## src/rtl/ltc_ram.sv

```systemverilog
module ltc_ram #(
  parameter int unsigned WIDTH = 8,
  parameter int unsigned DEPTH = 256
) (
  input  logic                     clk,
  input  logic                     we,
  input  logic [$clog2(DEPTH)-1:0] waddr,
  input  logic [WIDTH-1:0]         wdata,
  input  logic [$clog2(DEPTH)-1:0] raddr,
  output logic [WIDTH-1:0]         rdata
);

  logic [WIDTH-1:0] mem [DEPTH];

  always_ff @(posedge clk) begin
    if (we) begin
      mem[waddr] <= wdata;
    end
    rdata <= mem[raddr];
  end

endmodule

```

## config.mk

```make
export PLATFORM = sky130hd
export DESIGN_NAME = ltc_ram
export DESIGN_NICKNAME = d
export VERILOG_FILES = /design/src/rtl/ltc_ram.sv
export SDC_FILE = /design/constraint.sdc
export NUM_CORES = 2
export LEC_CHECK = 0
export BUFFER_PORTS_ARGS = -buffer_cell sky130_fd_sc_hd__buf_2
export CAP_MARGIN = 20
export CORE_MARGIN = 2
export CORE_UTILIZATION = 45
export DETAILED_ROUTE_END_ITERATION = 8
export PLACE_DENSITY = 0.67
export SLEW_MARGIN = 20
export SYNTH_ARGS = -nofsm -noshare
export SYNTH_HDL_FRONTEND = slang
export SYNTH_SLANG_ARGS = --single-unit
```

## constraint.sdc

```tcl
create_clock -name clk -period 4.95 [get_ports clk]
set_input_delay 1.2375 -clock clk [delete_from_list [all_inputs] [get_ports clk]]
set_output_delay 1.2375 -clock clk [all_outputs]
set_load 0.03 [all_outputs]
```

# --- Yosys cells after proc, flatten, opt, wreduce, memory -nomap -nowiden ---
# Memories as Yosys holds them, arrays and structs flattened. A register that Yosys moved wholly into a read port is not among the register bits.
# Cells that the tools add are included.
word_totals:
  output_inout_bits: 8
  mem_bits_rw: 2048
  latch_bits: 0
  mem_count: 1
  register_bits: 0
  word_cells: 3
  input_bits: 26
  mem_bits_ro: 0
op_classes:
  n_lt_le_gt_ge: 0
  bitwise_logic: 0
  muxes: 2
  n_addsub: 0
  div: 0
  eq_ne: 0
  shifts: 0
  n_reduce_logical: 0
  n_mul: 0
mem_list:
  columns: ["memory", "depth", "word_bits", "read_ports", "rd_ports_with_merged_regs", "write_ports", "line", "rtl"]
  rows:
  - ["mem", 256, 8, 1, 1, 1, "13", "logic [WIDTH-1:0] mem [DEPTH];"]
ops:
  columns: ["op", "n"]
  rows:
  - ["$mux W1", 2]

# --- Longest topological paths before layout ---
logic_depth:
  depth_word: 2
  depth_mapped: 11
  mapped_depth_nobuf: 6

# --- Least setup slack after synthesis ---
# OpenSTA, ideal clock, no wires.
synth_timing:
  path_type: "input-to-reg"
  start: "in raddr[0]"
  end: "reg rdata[2] (read register of mem)"
  required_time_ps: 4819
  slack_ps: 1775
  setup_ps: 131
  n_path_buf: 4
  stages: 9
  t_arrival_ps: 3044
  cell_sequence: "buf_6 > buf_12 > buf_8 > buf_2 > mux4_2 > a22oi_1 > a21oi_1 > nor4_1 > nor4_2"
synth_lines:
  columns: ["element", "line", "rtl"]
  rows:
  - ["start, declared", "9", "input logic [$clog2(DEPTH)-1:0] raddr,"]
  - ["end, declared", "10", "output logic [WIDTH-1:0] rdata"]

==> run_results.csv <==
group,metric,value,unit
status,status,"finished, final reports clean",
hold_path,holdCritPathClass,"in2reg",
cts,cts-root-buf,"clkbuf_16",
die,core_area,0.1759,mm^2
power,p_per_area,395.5,mW/mm^2
cts,clk_latency,0.83,ns
cts,htreeDepth,4,
detailed_routing,vias_per_cell,6.107,
worst_setup_path,slowest_delay,0.76,ns
die,design.portCount,34,
sta,finalHoldViolations,0,
cts,ctsHoldBuffers,0,
detailed_routing,num_vias,39300,
global_route,grt_pass1_wl,280200,um
global_route,grt_pass1_vias,38800,
placement,dpl.hpwl,119300,um
worst_setup_path,reg2reg_slack,2.10,ns
logic_synthesis,synth-edff-count,2048,
die,dieArea,0.1802,mm^2
die,floorplan.initialDensity,45.22,%
cts,cts_tree,"yes",
layout,regArea,0.06166,mm^2
sta,skew,0.03077,ns
detailed_routing,drc,0,
layout,stdcell_count,6434,
layout,fillerInstances,13600,
cts,cts.clk_slew.worst_paths,0.06,ns
power,vdd_drop_max,0.4546,mV
sta,tightest_slew,1.242,ns
detailed_routing,m1WireLength,77220,um
detailed_routing,ant_nets,0,
sta,relSlewSlack,17.23,%
logic_synthesis,synth_seq_area_share,77.50,%
logic_synthesis,synthArstFlopShare,0,%
logic_synthesis,synthFlopType,"edfxtp_1",
layout,final_area,0.08937,mm^2
worst_setup_path,cp_slowest_cell,"nor3_1",
sta,rsz0062_at_grt,"no",
sta,post-route-period-util,77.65,%
cts,cts.sinks,2056,
die,rows,154,
die,die_w,424.5,um
power,power.total,0.03534,W
cts,clockBufferDepth,3,
logic_synthesis,synth_area,0.07956,mm^2
placement,place_area,0.08325,mm^2
die,die_h,424.5,um
worst_setup_path,cp.arrival,4.51,ns
worst_setup_path,worstPathRequired,5.61,ns
sta,layout_min_cycle_time,3.844,ns
cts,cts_resized,0,
worst_setup_path,startpoint_type,"input port",
logic_synthesis,synth.avg_cell_area,21.31,um^2
power,leakagePower,27.51,nW
worst_setup_path,path_cells,"buf_8 > buf_12 > mux4_2 > a22o_1 > a221oi_1 > o32ai_1 > nor3_1 > nor4_1",
detailed_routing,routed_wl,194700,um
detailed_routing,wl_met2,92700,um
flow_run,cap_violations,0,
detailed_routing,dr.max_layer_used,"met5",
logic_synthesis,ys_warn_count,0,
detailed_routing,first_pass_iters,5,
global_route,grt_max_degree,155,
sta,drv_slew,0,
layout,layout-drive-gt1-share,23.57,%
layout,final_nets,3957,
worst_setup_path,path_class,"in2reg",
placement,dp.cells,6067,
worst_setup_path,end_kind,"flop",
cts,post-cts-setup-buffer-count,0,
cts,numCtsBuffers,201,
placement,gp_congestion,0.8383,
worst_setup_path,critPathMaxFanout,66,
sta,final-setup-viol-count,0,
sta,fmax,260.2,MHz
layout,area_growth,12.33,%
detailed_routing,wire_per_inst,30.26,um
logic_synthesis,ys_seq_elements,2056,
global_route,gr-usage-all-layers,21.60,%
logic_synthesis,yosysUniqueCellTypes,55,
logic_synthesis,synth_nets,3759,
placement,portBuffers,33,
detailed_routing,drtIter0Drc,5493,
global_route,grt_antenna_before_repair,11,
detailed_routing,wl_met3,18490,um
layout,multi_input_area,0.01651,mm^2
global_route,grt_overflow,0,
logic_synthesis,syn_inst,3733,
[placed cells by master, fill, tap and decap left out, types with 5 or more instances in the layout]
cell type and n:
nor2_1 278, buf_8 8, bufinv_16 7, nor2b_1 28, buf_2 22, dfxtp_1 8, a221oi_1 13, mux4_2 454
clkbuf_16 204, a22oi_1 133, nand3_1 34, nand4_1 10, o22a_1 5, clkbuf_1 63, clkinv_2 25, nor3_1 22
buf_12 34, a211oi_1 16, nor4_2 9, nor4_1 18, nand2_1 33, o22ai_1 28, clkinv_1 45, a22o_1 8
o221ai_1 46, edfxtp_1 2048, buf_4 161, o21ai_0 10, mux2i_1 134, o211ai_1 10, inv_6 5, clkbuf_8 9
a21oi_1 96, and2_1 5, nand2b_1 8
[cells in the mapped netlist (22+ instances only)]
cell         n  area (um^2)
o22ai_1     28        175.2
nor3_1      22        110.1
nor2b_1     31        193.9
a21oi_1     96        480.5
edfxtp_1  2048        61500
buf_2       31        155.2
buf_4       27        202.7
mux2i_1    134         1341
mux4_2     454        10220
o221ai_1    46        402.9
nand2_1     33        123.9
buf_1       22        82.58
nor2_1     282         1059
nand3_1     34        170.2
clkbuf_1   111        416.7
a22oi_1    133        998.5
nor4_1      24        150.1
[power by group]
group / leakage, nW / internal [W] / switching, W
Sequential: 18.5 / 0.0192 / 0.0000372
Combinational: 6.09 / 0.000627 / 0.00117
Clock: 2.96 / 0.00801 / 0.00631
[worst max-delay path: cells and delay by family]
kind | cells | cell delay [ns]
multiplexers | 1 | 0.36
AO/OA/AOI/OAI | 3 | 0.94
AND/OR/NAND/NOR | 2 | 0.88
buffers and inverters | 2 | 0.82
[through the flow]
stage	hold slack [ns]	setup TNS (ns)	utilization, %	setup WS (ns)
floorplan	0.7699	0	-	1.775
global placement	1.035	-0.02942	47.30	-0.02942
detailed placement	1.032	0	47.32	0.3954
CTS	0.9282	0	50.78	1.274
finish	0.8041	0	50.80	1.106
global route	0.7772	0	50.80	1.074
[routing by layer]
layer / track usage [%] / up-vias
met5: 0 / -
met2: 33.76 / 2026
met4: 6.945 / 2
li1: - / 16090
met1: 30.42 / 20830
met3: 4.768 / 345
[cell families (layout without fill, tap and decap cells)]
group                  Yosys count  count (layout)  share of synthesized area, %
AO/OA/AOI/OAI                  385             385                         3.419
buffers and inverters          235             592                         1.831
flip-flops                    2056            2056                         77.50
multiplexers                   591             591                         14.62
other                            0               4                             0
AND/OR/NAND/NOR                466             466                         2.628
[flip-flops by register name, indices dropped and copies added (netlist names)]
register and flops:
mem 2048, rdata 8
[final timing paths]
check	startpoint	endpoint	cells after the start
worst max-delay path	raddr[1]	rdata[3]$_DFF_P_	8
worst min-delay path	wdata[1]	mem[245][1]$_DFFE_PP_	1
worst max register to register	mem[195][3]$_DFFE_PP_	rdata[3]$_DFF_P_	6
worst min register to register	mem[42][6]$_DFFE_PP_	rdata[6]$_DFF_P_	5
[final cells by class]
type                       instances  area share [%]
inverter                           2        0.008401
clock inverter                    88          0.7112
tap                             2340           3.276
antenna                            4         0.01120
multi-input combinational       1442           18.48
clock buffer                     274           6.085
timing repair buffer             228           2.433
sequential                      2056           69.00
(Power assumes the default switching activity.)
